===== config.mk =====
export PLATFORM = sky130hd
export DESIGN_NAME = mtf_cell
export DESIGN_NICKNAME = d
export VERILOG_FILES = /design/src/rtl/core/mtf_pkg.sv /design/src/rtl/core/mtf_cell.sv
export SDC_FILE = /design/constraint.sdc
export NUM_CORES = 1
export LEC_CHECK = 0
export BUFFER_PORTS_ARGS = -buffer_cell sky130_fd_sc_hd__buf_2
export CAP_MARGIN = 30
export CORE_AREA = 2 2 40 42
export CTS_CLUSTER_SIZE = 24
export DETAILED_ROUTE_END_ITERATION = 10
export DIE_AREA = 0 0 42 44
export MAX_ROUTING_LAYER = met4
export PLACE_DENSITY = 0.81
export SLEW_MARGIN = 20
export SYNTH_ARGS = -nofsm -noshare
export SYNTH_HDL_FRONTEND = slang
export SYNTH_SLANG_ARGS = --single-unit

===== constraint.sdc =====
create_clock -name clk -period 2.5 [get_ports clk]
set_input_delay 0.125 -clock clk [delete_from_list [all_inputs] [get_ports clk]]
set_output_delay 0.125 -clock clk [all_outputs]
set_load 0.05 [all_outputs]

===== src/rtl/core/mtf_pkg.sv =====
// Shared types and constants for the move-to-front codec.
package mtf_pkg;

    // Every list entry, input symbol and list position is one byte wide.
    localparam int SYM_W = 8;

    typedef logic [SYM_W-1:0] sym_t;

    // Control broadcast from the top level to every list cell.
    typedef struct packed {
        logic decode;     // Decode mode: match on cell position, not on entry.
        logic start_blk;  // Incoming transaction starts a block: compare against identity.
        logic shift;      // Apply the pending move-to-front this cycle.
        logic shift_blk;  // Pending move-to-front works on the identity list.
        sym_t key;        // Clamped incoming symbol or position.
        sym_t pos;        // List position of the symbol being moved.
    } mtf_ctrl_t;

endpackage


===== src/rtl/core/mtf_cell.sv =====
// One list cell: holds a single list entry, compares it and shifts it back on a move.
module mtf_cell
    import mtf_pkg::*;
#(
    parameter int IDX = 0
)
(
    input  logic      clk,
    input  logic      rst_n,
    input  mtf_ctrl_t ctrl,
    input  sym_t      prev_entry,
    output sym_t      entry,
    output sym_t      base,
    output logic      match
);

    localparam sym_t ID      = SYM_W'(IDX);
    localparam sym_t PREV_ID = SYM_W'((IDX == 0) ? 0 : IDX - 1);
    localparam bit   HEAD    = (IDX == 0);

    sym_t entry_reg;
    sym_t entry_next;
    sym_t cur_val;
    sym_t prv_val;

    // Entry as seen by the incoming transaction; a block start sees identity order.
    assign base  = ctrl.start_blk ? ID : entry_reg;
    assign match = ctrl.decode ? (ID == ctrl.key) : (base == ctrl.key);
    assign entry = entry_reg;

    // Move-to-front: cells up to the moved position take the neighbor's entry.
    always_comb
    begin
        cur_val = ctrl.shift_blk ? ID : entry_reg;
        prv_val = (HEAD || !ctrl.shift_blk) ? prev_entry : PREV_ID;
        entry_next = entry_reg;
        if (ctrl.shift)
        begin
            entry_next = (ID <= ctrl.pos) ? prv_val : cur_val;
        end
    end

    always_ff @(posedge clk or negedge rst_n)
    begin
        if (!rst_n)
        begin
            entry_reg <= ID;
        end
        else
        begin
            entry_reg <= entry_next;
        end
    end

endmodule


==> Yosys cells after proc, flatten, opt, wreduce, memory -nomap -nowiden <==
Index checks and enable logic that the tools add are counted.
{ "totals": {"inputBits": 30, "wordCells": 10, "register_bits": 8, "out_inout_bits": 17} }
{ "classes": {"n_lt_le_gt_ge": 1, "mux": 4, "n_eq_ne": 1, "n_reduce_logical": 3} }
{ "op_table": {"columns": ["operator", "n"], "rows": [
  ["2-to-1 mux 8 bit", 3],
  ["equality test 8 bit", 1],
  ["<= comparator 1 x 8 -> 1 bit, first input constant", 1],
  ["logical NOT 8 bit", 1],
  ["AND reduction 2 bit", 1],
  ["nonzero test 2 bit", 1],
  ["2-to-1 mux 1 bit", 1]
]} }

==> Longest topological paths before layout <==
Gate-level depths: netlist (run 1).
{ "logic_depth": {"depth_word": 3, "ltp_mapped": 5} }

==> Worst setup path after synthesis (run 1) <==
OpenSTA, ideal clock, no wires.
{ "synth_timing": {"path_type": "register to output", "start": "register entry_reg[6], in the netlist entry[6]", "end": "output port match", "arrival_ps": 2482, "stages_incl_launch_ff": 5, "setup_slack_ps": -107, "path_cell_list": "dfrtp_1 > nor2b_1 > xnor2_1 > nand4_1 > o21ai_1"} }
{ "synth_via": {"elab_chain_cells": 3} }
{ "synth_lines": {"columns": ["item", "line_no", "rtl"], "rows": [
  ["from (decl)", "mtf_cell.sv:21", "sym_t entry_reg;"],
  ["from (signal assigned)", "mtf_cell.sv:51", "entry_reg <= entry_next;"],
  ["2-to-1 mux 8 bit", "mtf_cell.sv:27", "assign base = ctrl.start_blk ? ID : entry_reg;"],
  ["net base[6]", "mtf_cell.sv:13", "output sym_t base,"],
  ["equality test 8 bit", "mtf_cell.sv:28", "assign match = ctrl.decode ? (ID == ctrl.key) : (base == ctrl.key);"],
  ["2-to-1 mux 1 bit", "mtf_cell.sv:28", null],
  ["to (decl)", "mtf_cell.sv:14", "output logic match"]
]} }
The timed path passes the listed nets, and every way through them passes these cells.

==> Final worst setup path (run 1) <==
{ "layout_timing": {"start": "register entry_reg[5], in the netlist entry[5]", "end": "output port match"} }
{ "layout_via": {"elab_chain_cells": 3} }
{ "layout_lines": {"columns": ["item", "line_no"], "rows": [
  ["2-to-1 mux 8 bit", "mtf_cell.sv:27"],
  ["equality test 8 bit", "mtf_cell.sv:28"],
  ["2-to-1 mux 1 bit", "mtf_cell.sv:28"]
]} }
Every way passes these cells.

==> flow_summary_export.csv, run 1 <==
group,metric,value,unit
drt,wl_per_cell,11.3,um
finish,largest_reg_flops,8,
logic_synthesis,yosys_warnings,0,
worst_hold_path,hold_depth,3,
logic_synthesis,netlist_area,533,um^2
logic_synthesis,ys.flop_type,"dfrtp_1",
drt,drcViolationCount,0,
logic_synthesis,ys_seq_area_frac,0.376,
drt,dr_total_vias,540,
critical_path,rr_worst_depth,1,
critical_path,cp-start-kind,"register",
die,io_pins,47,
finish,num_antenna_cells,0,
drt,routed_via_density,5.00,
placed_design,place_area,724,um^2
global_routing,grt_max_degree,13,
critical_path,r2r_end,"entry[7]",
die,coreArea,1420,um^2
pwr,total_power,0.427,mW
cts,root_buffer,"clkbuf_4",
worst_hold_path,hold_class,"primary input to register",
logic_synthesis,netlist.area_leader.share,0.376,
worst_hold_path,hold_start,"prev_entry[2]",
sta,grt_setup_unrepaired,"no",
sta,setup_viol,0,
cts,clkTransAtPathRegs,0.05,ns
pwr,p_per_area,564,nW/um^2
finish,fillers,125,
finish,stdcell_count,108,
run,drv_cap,0,
global_routing,antenna_found_initial,0,
die,fp.dieW,42,um
finish,final_common_cell,"buf_2",
drt,ant_nets,0,
worst_hold_path,whs_endpoint,"entry[2]",
sta,slew-limit-headroom,0.820,
cts,cts_resized,0,
finish,nNetsFinal,124,
cts,cts_tree,"done",
drt,drt_first_pass_iters,4,
cts,cts_buffer_depth,2,
drt,wl,1.22,mm
global_routing,gr-total-overflow,0,
logic_synthesis,synth.distinct_cells,22,
critical_path,r2r-start,"entry[7]",
finish,syn_to_final_growth,42.0,%
placed_design,numPortBuffers,37,
sta,clock.fmax,0.556,GHz
logic_synthesis,synth_top_cell_by_area,"dfrtp_1",
die,start_util,0.376,
cts,clkLatencyLatePin,0.24,ns
critical_path,cp_max_fo,4,
logic_synthesis,synth_edf_count,0,
sta,final.setup.tns,0,ns
sta,fin_skew,0,ns
cts,numCtsBuffers,3,
critical_path,cp.required,2.38,ns
die,dieArea,1850,um^2
drt,drtIter0Drc,4,
critical_path,cp.depth,6,
logic_synthesis,async_reset_ff_frac,1.00,
cts,cts.sinks,8,
global_routing,track_usage,0.145,
critical_path,arrival,1.67,ns
logic_synthesis,avgSynthCellArea,10.1,um^2
sta,slew_viol_final,0,
critical_path,criticalPathCategory,"register to primary output",
die,fp-row-count,14,
global_routing,grt_pass1_wl,2.01,mm
critical_path,cp_cell_sequence,"inv_1 -> o22ai_1 -> o41ai_2 -> nand4_1 -> o21ai_1 -> buf_2",
logic_synthesis,syn-instance-count,53,
critical_path,ff2ff_setup_slack,1.67,ns
finish,drive_above_1_share,0.554,
pwr,ir_drop,0.000505,V
sta,fin_crit_sh,0.720,
placed_design,gp_congestion,0.743,
logic_synthesis,yosys-top-cells-area,"dfrtp_1, mux2_2, and2b_1",
logic_synthesis,ys_ff_latch,8,
critical_path,crit_family,"compound AO/OA/AOI/OAI gates",
sta,tightest_slew,0.267,ns
finish,mostFrequentLayoutCells,"buf_2, dfrtp_1, mux2_2",
critical_path,cp-end-kind,"primary output",
sta,fin_crit,1.80,ns
pwr,leakagePower,0.389,nW
run_status,outcome,"completed",
cts,htree_levels,1,
placed_design,placedCellCount,104,
logic_synthesis,syn_nets,83,
placed_design,place_hpwl,1.04,mm
sta,finalHoldViolations,0,
critical_path,cp_num_buf_inv,2,
die,die_y,44,um
critical_path,slowest_stage,"dfrtp_1",
critical_path,slowest_delay,0.38,ns
global_routing,grt_pass1_vias,470,
finish,stdcell_area,757,um^2
-- cells by family after synthesis --
logic type	share of synthesized area
and+or+nand+nor	0.251
AOI/OAI and AO/OA	0.146
DFF	0.376
muxes	0.127
buffers and inverters	0.0516
xor gates and xnor gates	0.0493
-- power breakdown --
group          total [mW]  switching [mW]  leakage, nW  internal (mW)
Sequential          0.156          0.0132       0.0944          0.142
Combinational       0.179           0.123        0.281         0.0562
Clock              0.0926          0.0380       0.0138         0.0545
Total               0.427           0.174        0.389          0.253
-- per-layer routing --
layer | up-vias | global-route usage | routed length [um]
met4 | 0 | 0.0581 | 6
li1 | 269 | - | -
met1 | 248 | 0.173 | 523
met2 | 21 | 0.250 | 629
met5 | - | - | 0
met3 | 2 | 0.0167 | 59
-- synth_stat cells (2+ instances only) --
cell,number
dfrtp_1,8
mux2_2,6
nor2_1,5
and2b_1,4
nor2b_1,4
nand2_1,3
o21ai_0,3
a21oi_1,2
inv_1,2
nand4_1,2
o22ai_1,2
xnor2_1,2
-- metrics by stage --
step | util | hold slack (ns) | worst slack (ns)
after floorplan | - | -0.171 | 0.158
after global placement | 0.511 | -0.0279 | 0.980
after detailed placement | 0.511 | -0.0277 | 0.964
after CTS | 0.534 | 0.0827 | 0.682
after global routing | 0.534 | 0.0898 | 0.560
final | 0.534 | 0.0918 | 0.701
-- timing repair --
action	4_1_cts	5_1_grt
hold endpoints to repair	8	0
endpoints found under the setup margin	0	0
setup buffers	0	0
hold buffers	1	0
-- final cells by class --
cell class                      instances  area, um^2  area share
Tap cell                               16        20.0      0.0264
Clock buffer                            3        22.5      0.0298
Inverter                                3        11.3      0.0149
Sequential cell                         8         200       0.264
Multi-Input combinational cell         40         308       0.407
Timing Repair Buffer                   38         195       0.258
-- worst max-delay path by stage --
stage / startpoint / endpoint / slack, ns
after floorplan: entry[6] / match / 0.16
after global placement: entry[5] / match / 0.98
after detailed placement: entry[5] / match / 0.96
after CTS: entry[5] / match / 0.68
after global routing: entry[5] / match / 0.56
final: entry[5] / match / 0.70
No activity file was read; power rests on OpenSTA's default activity.
==> run 2: changes to the inputs <==
--- a/config.mk
+++ b/config.mk
@@ -5,14 +5,15 @@
 export SDC_FILE = /design/constraint.sdc
 export NUM_CORES = 1
 export LEC_CHECK = 0
+export ABC_AREA = 1
 export BUFFER_PORTS_ARGS = -buffer_cell sky130_fd_sc_hd__buf_2
 export CAP_MARGIN = 30
-export CORE_AREA = 2 2 40 42
+export CORE_AREA = 2 2 45 47
 export CTS_CLUSTER_SIZE = 24
 export DETAILED_ROUTE_END_ITERATION = 10
-export DIE_AREA = 0 0 42 44
+export DIE_AREA = 0 0 47 49
 export MAX_ROUTING_LAYER = met4
-export PLACE_DENSITY = 0.81
+export PLACE_DENSITY = 0.7
 export SLEW_MARGIN = 20
 export SYNTH_ARGS = -nofsm -noshare
 export SYNTH_HDL_FRONTEND = slang
==> constraint.sdc (replaced) <==
create_clock -name clk -period 1.65 [get_ports clk]
set_input_delay 0.0825 -clock clk [delete_from_list [all_inputs] [get_ports clk]]
set_output_delay 0.0825 -clock clk [all_outputs]
set_load 0.05 [all_outputs]
==> run 2 against run 1 <==
- wire length increased by 6.7%
- hold slack lost 0.050 ns
- via count increased by 13%
- sequential cell count unchanged
- synthesized cell count up 47%
- highest routed layer unchanged
- setup slack got worse by 0.55 ns
- sequential share of layout area down 1.7 points
- largest power group unchanged
- clock power grew 70%
- count of clock-buffer cells in the layout increased by 1
- critical path depth increased by 1
- non-clock buffer count is the same
==> flow_summary_export.csv, run 2 <==
group,metric,value,unit
cts,htree_levels,1,
sta,grt_setup_unrepaired,"no",
logic_synthesis,avgSynthCellArea,7.20,um^2
pwr,p_int,0.384,mW
drt,routed.top_layer,"met4",
sta,slew_viol_final,0,
finish,mostFrequentLayoutCells,"buf_2, inv_1, nand2_1",
logic_synthesis,async_reset_ff_frac,1.00,
pwr,switching_share,0.418,
logic_synthesis,ys.flop_type,"dfrtp_1",
placed_design,place_hpwl,1.14,mm
logic_synthesis,ys_ff_latch,8,
critical_path,criticalPathCategory,"register to primary output",
cts,numCtsBuffers,3,
logic_synthesis,syn-instance-count,78,
run_status,outcome,"completed",
sta,fin_crit,1.50,ns
critical_path,cp_num_buf_inv,2,
logic_synthesis,netlist_area,562,um^2
pwr,p_per_area,801,nW/um^2
critical_path,cp-endpoint,"match",
finish,nNetsFinal,149,
critical_path,cp-startpoint,"entry[0]",
global_routing,grt_pass1_vias,595,
sta,clock.fmax,0.665,GHz
drt,dr_wl_met2,741,um
critical_path,cp_max_fo,2,
finish,largest_reg_flops,8,
global_routing,track_usage,0.138,
worst_hold_path,hold_start,"prev_entry[5]",
logic_synthesis,netlist.area_leader.share,0.356,
logic_synthesis,yosys-top-cells-area,"dfrtp_1, nand2_1, inv_1",
cts,root_buffer,"clkbuf_4",
logic_synthesis,synth_top_cell_by_area,"dfrtp_1",
run,drv_cap,0,
sta,tightest_slew,0.294,ns
sta,fin_skew,0,ns
critical_path,cp-start-kind,"register",
finish,syn_to_final_growth,46.5,%
drt,drcViolationCount,0,
sta,slew-limit-headroom,0.802,
critical_path,rr_worst_depth,1,
drt,routed_via_density,4.21,
critical_path,crit_family,"flip-flops",
global_routing,grt_pass1_wl,2.22,mm
worst_hold_path,hold_class,"primary input to register",
critical_path,slowest_stage,"dfrtp_2",
die,die_y,49,um
pwr,seq_power_share,0.349,
critical_path,r2r_end,"entry[3]",
logic_synthesis,synthTopCellsByCount,"nand2_1, inv_1, dfrtp_1, o21ai_0, nand3_1",
global_routing,grt_max_degree,14,
finish,num_antenna_cells,0,
die,io_pins,47,
drt,dr_total_vias,610,
drt,ant_nets,0,
placed_design,gp_congestion,0.697,
logic_synthesis,synth.distinct_cells,18,
cts,clkLatencyLatePin,0.25,ns
global_routing,gr-total-overflow,0,
cts,cts.sinks,8,
sta,finalHoldViolations,0,
logic_synthesis,ys_seq_area_frac,0.356,
drt,wl,1.30,mm
pwr,power.share.clock,0.237,
logic_synthesis,synth_edf_count,0,
critical_path,r2r-start,"entry[3]",
sta,fin_crit_sh,0.911,
sta,holdWs,0.0415,ns
finish,drive_above_1_share,0.475,
logic_synthesis,yosys_warnings,0,
critical_path,cp-end-kind,"primary output",
pwr,p_comb_frac,0.413,
cts,cts_buffer_depth,2,
logic_synthesis,syn_nets,108,
drt,drt_first_pass_iters,2,
die,dieArea,2300,um^2
cts,cts_tree,"done",
critical_path,arrival,1.42,ns
cts,cts_setup_buffers,0,
critical_path,cp.depth,7,
critical_path,ff2ff_setup_slack,0.86,ns
pwr,ir_drop,0.000544,V
pwr,total_power,0.660,mW
logic_synthesis,synthMostInstantiatedCell,"nand2_1",
drt,drtIter0Drc,10,
pwr,leakagePower,0.483,nW
placed_design,numPortBuffers,37,
sta,setup_viol,0,
critical_path,cp_cell_sequence,"inv_1 -> nor2_4 -> xor2_1 -> nor2_1 -> nand3_1 -> nand2_2 -> clkbuf_4",
critical_path,slowest_delay,0.40,ns
die,fp-row-count,16,
die,start_util,0.305,
drt,wl_per_cell,8.97,um
drt,dr_wl_met3,66,um
critical_path,cp.required,1.57,ns
pwr,switchingPower,0.276,mW
finish,final_common_cell,"buf_2",
drt,wl_met1,466,um
sta,final.setup.tns,0,ns
finish,final_util,0.447,
die,coreArea,1840,um^2
die,fp.dieW,47,um
cts,clkTransAtPathRegs,0.06,ns
global_routing,antenna_found_initial,0,
run 2: what timing repair did:
| action | 4_1_cts | 5_1_grt |
|---|---|---|
| hold buffers | 1 | 0 |
| gates resized for setup | 0 | 1 |
| endpoints found under the setup margin | 0 | 1 |
| endpoints found under the hold margin | 8 | 0 |
run 2: power groups by stage:
stage | clock (mW) | combinational (mW) | sequential (mW)
floorplan | 0 | 0.133 | 0.299
global placement | 0 | 0.269 | 0.233
detailed placement | 0 | 0.272 | 0.234
CTS | 0.164 | 0.275 | 0.231
global route | 0.177 | 0.294 | 0.233
finish | 0.157 | 0.273 | 0.230
run 2: cell type report:
| class | instances | area, um^2 |
|---|---|---|
| clock buffers | 4 | 26.3 |
| fillers | 200 | 1020 |
| inverters | 18 | 72.6 |
| multi-input cells | 50 | 289 |
| flip-flops and latches | 8 | 204 |
| well taps | 27 | 33.8 |
| repair buffers | 38 | 198 |
run 2: worst min-delay path by stage:
stage	end	slack (ns)	depth (start not counted)
6_report	entry[5]	0.04	3
5_1_grt	entry[4]	0.06	3
4_1_cts	entry[5]	0.03	3
3_5_place_dp	entry[4]	-0.07	1
3_3_place_gp	entry[4]	-0.07	1
2_1_floorplan	entry[0]	-0.21	0
run 2: logic make-up (layout without fill, tap and decap cells):
family                 after synthesis  count (layout)  synth area share
AO/OA/AOI/OAI                        7               7            0.0624
XOR/XNOR                             3               3            0.0468
buffers and inverters               20              60             0.156
flip-flops                           8               8             0.356
multiplexers                         3               3            0.0601
AND/OR/NAND/NOR                     37              37             0.318
run 2: through the flow:
stage | cell area, um^2 | std cells | worst slack, ns
finish | 823 | 145 | 0.147
global route | 823 | 145 | 0.0105
CTS | 821 | 145 | 0.0887
detailed placement | 785 | 140 | 0.374
global placement | 785 | 140 | 0.388
floorplan | 581 | 78 | 0.0348
run 2: per-layer routing:
metal  vias to the layer above  GRT usage
met3                         4     0.0259
met5                         -          -
li1                        315          -
met1                       271      0.145
met2                        20      0.226
met4                         0     0.0833
==> run 3: changes to the inputs <==
--- a/config.mk
+++ b/config.mk
@@ -8,12 +8,12 @@
 export ABC_AREA = 1
 export BUFFER_PORTS_ARGS = -buffer_cell sky130_fd_sc_hd__buf_2
 export CAP_MARGIN = 30
-export CORE_AREA = 2 2 45 47
+export CORE_AREA = 2 2 42 44
 export CTS_CLUSTER_SIZE = 24
 export DETAILED_ROUTE_END_ITERATION = 10
-export DIE_AREA = 0 0 47 49
+export DIE_AREA = 0 0 44 46
 export MAX_ROUTING_LAYER = met4
-export PLACE_DENSITY = 0.7
+export PLACE_DENSITY = 0.77
 export SLEW_MARGIN = 20
 export SYNTH_ARGS = -nofsm -noshare
 export SYNTH_HDL_FRONTEND = slang
==> constraint.sdc (replaced) <==
create_clock -name clk -period 1.5 [get_ports clk]
set_input_delay 0.075 -clock clk [delete_from_list [all_inputs] [get_ports clk]]
set_output_delay 0.075 -clock clk [all_outputs]
set_load 0.05 [all_outputs]
==> run 3 against run 2 <==
- setup slack worse by 0.094 ns
- power grew 11%
- sequential power rose by 11%
- die area is 12% lower
- wire length rose by 5.1%
- clock skew unchanged
- largest cell class unchanged
- largest power group unchanged
==> flow_summary_export.csv, run 3 (synthesized netlist as in run 2, its figures left out) <==
group,metric,value,unit
run_status,outcome,"completed",
critical_path,slowest_delay,0.40,ns
finish,largest_reg_flops,8,
critical_path,criticalPathCategory,"register to primary output",
sta,fin_crit,1.45,ns
critical_path,slowest_stage,"dfrtp_2",
finish,drive_above_1_share,0.534,
sta,holdWs,0.0258,ns
cts,cts_buffer_depth,2,
critical_path,cp.required,1.42,ns
run,drv_cap,0,
die,fp.dieW,44,um
drt,ant_nets,0,
pwr,ir_drop,0.000390,V
drt,drtIter0Drc,11,
placed_design,place_hpwl,1.17,mm
drt,dr_total_vias,622,
global_routing,grt_pass1_wl,2.22,mm
worst_hold_path,hold_class,"primary input to register",
sta,clock.fmax,0.691,GHz
pwr,leakagePower,0.482,nW
cts,cts.sinks,8,
drt,drcViolationCount,0,
global_routing,track_usage,0.159,
finish,num_antenna_cells,0,
finish,final_common_cell,"buf_2",
sta,finalHoldViolations,0,
critical_path,cp-start-kind,"register",
die,start_util,0.348,
critical_path,cp-end-kind,"primary output",
sta,grt_setup_unrepaired,"yes",
critical_path,cp_cell_sequence,"inv_2 -> nor2_4 -> xor2_1 -> nor2_2 -> nand3_2 -> nand2_4 -> buf_8",
global_routing,grt_max_degree,14,
cts,root_buffer,"clkbuf_4",
sta,slew_viol_final,0,
sta,slew-limit-headroom,0.798,
pwr,p_per_area,879,nW/um^2
die,coreArea,1610,um^2
drt,drt_first_pass_iters,4,
placed_design,gp_congestion,0.849,
finish,mostFrequentLayoutCells,"buf_2, nand2_1, inv_1",
die,die_y,46,um
sta,setup_viol,0,
drt,wl_per_cell,10.1,um
cts,clkLatencyLatePin,0.25,ns
global_routing,gr-total-overflow,0,
drt,routed_via_density,4.61,
cts,clkTransAtPathRegs,0.06,ns
global_routing,grt_pass1_vias,563,
placed_design,dp_worst_setup_slack,0.172,ns
drt,wl,1.37,mm
die,fp-row-count,15,
critical_path,arrival,1.37,ns
sta,tightest_slew,0.304,ns
sta,fin_skew,0,ns
cts,cts_tree,"done",
die,dieArea,2020,um^2
critical_path,cp-startpoint,"entry[0]",
finish,syn_to_final_growth,48.6,%
die,io_pins,47,
critical_path,cp_max_fo,2,
worst_hold_path,hold_start,"prev_entry[4]",
sta,setup_ws,0.0530,ns
cts,numCtsBuffers,3,
finish,nNetsFinal,149,
critical_path,r2r-start,"entry[7]",
sta,fin_crit_sh,0.965,
placed_design,numPortBuffers,37,
cts,htree_levels,1,
global_routing,antenna_found_initial,0,
run 3: cell count changes in the layout (fill, tap and decap cells not counted), moves of 2 or more:
cell | before | now
o21ai_0 | 7 | 5
inv_1 | 17 | 13
inv_2 | 0 | 3
o21ai_1 | 0 | 2
run 3: power breakdown:
group          leakage [nW]  internal, mW  switching, mW
logic                 0.376        0.0856          0.221
registers            0.0913         0.238         0.0173
clock network        0.0150         0.102         0.0698
total                 0.482         0.425          0.308
run 3: final timing paths:
check | slack, ns | to | cells after the start
worst min-delay path | 0.03 | entry[4] | 3
max in group asynchronous | 1.12 | entry[4] | 2
min in group asynchronous | 0.20 | entry[1] | 2
worst max register to register | 0.70 | entry[7] | 1
worst min register to register | 0.55 | entry[6] | 1
worst max-delay path | 0.05 | match | 7
run 3: cell type report:
cell class	count	area, um^2
Fill cell	167	779
Multi-Input combinational cell	50	302
Sequential cell	8	205
Timing Repair Buffer	38	205
Inverter	18	75.1
Clock buffer	4	26.3
Tap cell	17	21.3
run 3: routing by layer:
| metal | vias up | global-route usage | routed length (um) |
|---|---|---|---|
| li1 | 318 | - | - |
| met1 | 272 | 0.176 | 512 |
| met2 | 28 | 0.259 | 702 |
| met3 | 4 | 0.0317 | 120 |
| met4 | 0 | 0.109 | 32 |
| met5 | - | - | 0 |
run 3: repair_timing:
action | in CTS | in global routing
hold buffers | 1 | 0
setup buffers | 0 | 0
endpoints found under the hold margin | 8 | 0
gates resized for setup | 4 | 7
pin swaps | 0 | 3
setup endpoints to repair | 1 | 1
run 3: worst max-delay path, delay by kind of cell (launching register included):
| kind | cells | cell delay [ns] |
|---|---|---|
| flops | 1 | 0.40 |
| simple gates | 4 | 0.34 |
| buf+inv | 2 | 0.22 |
| xor+xnor | 1 | 0.15 |
run 3: through the flow:
stage               power (mW)  cells  area (um^2)   util   TNS, ns
global placement         0.553    130          778  0.482         0
detailed placement       0.559    130          778  0.482         0
CTS                      0.739    135          821  0.509         0
global route             0.784    135          835  0.517   -0.0611
floorplan                0.477     78          587      -  -0.00941
finish                   0.734    135          835  0.517         0
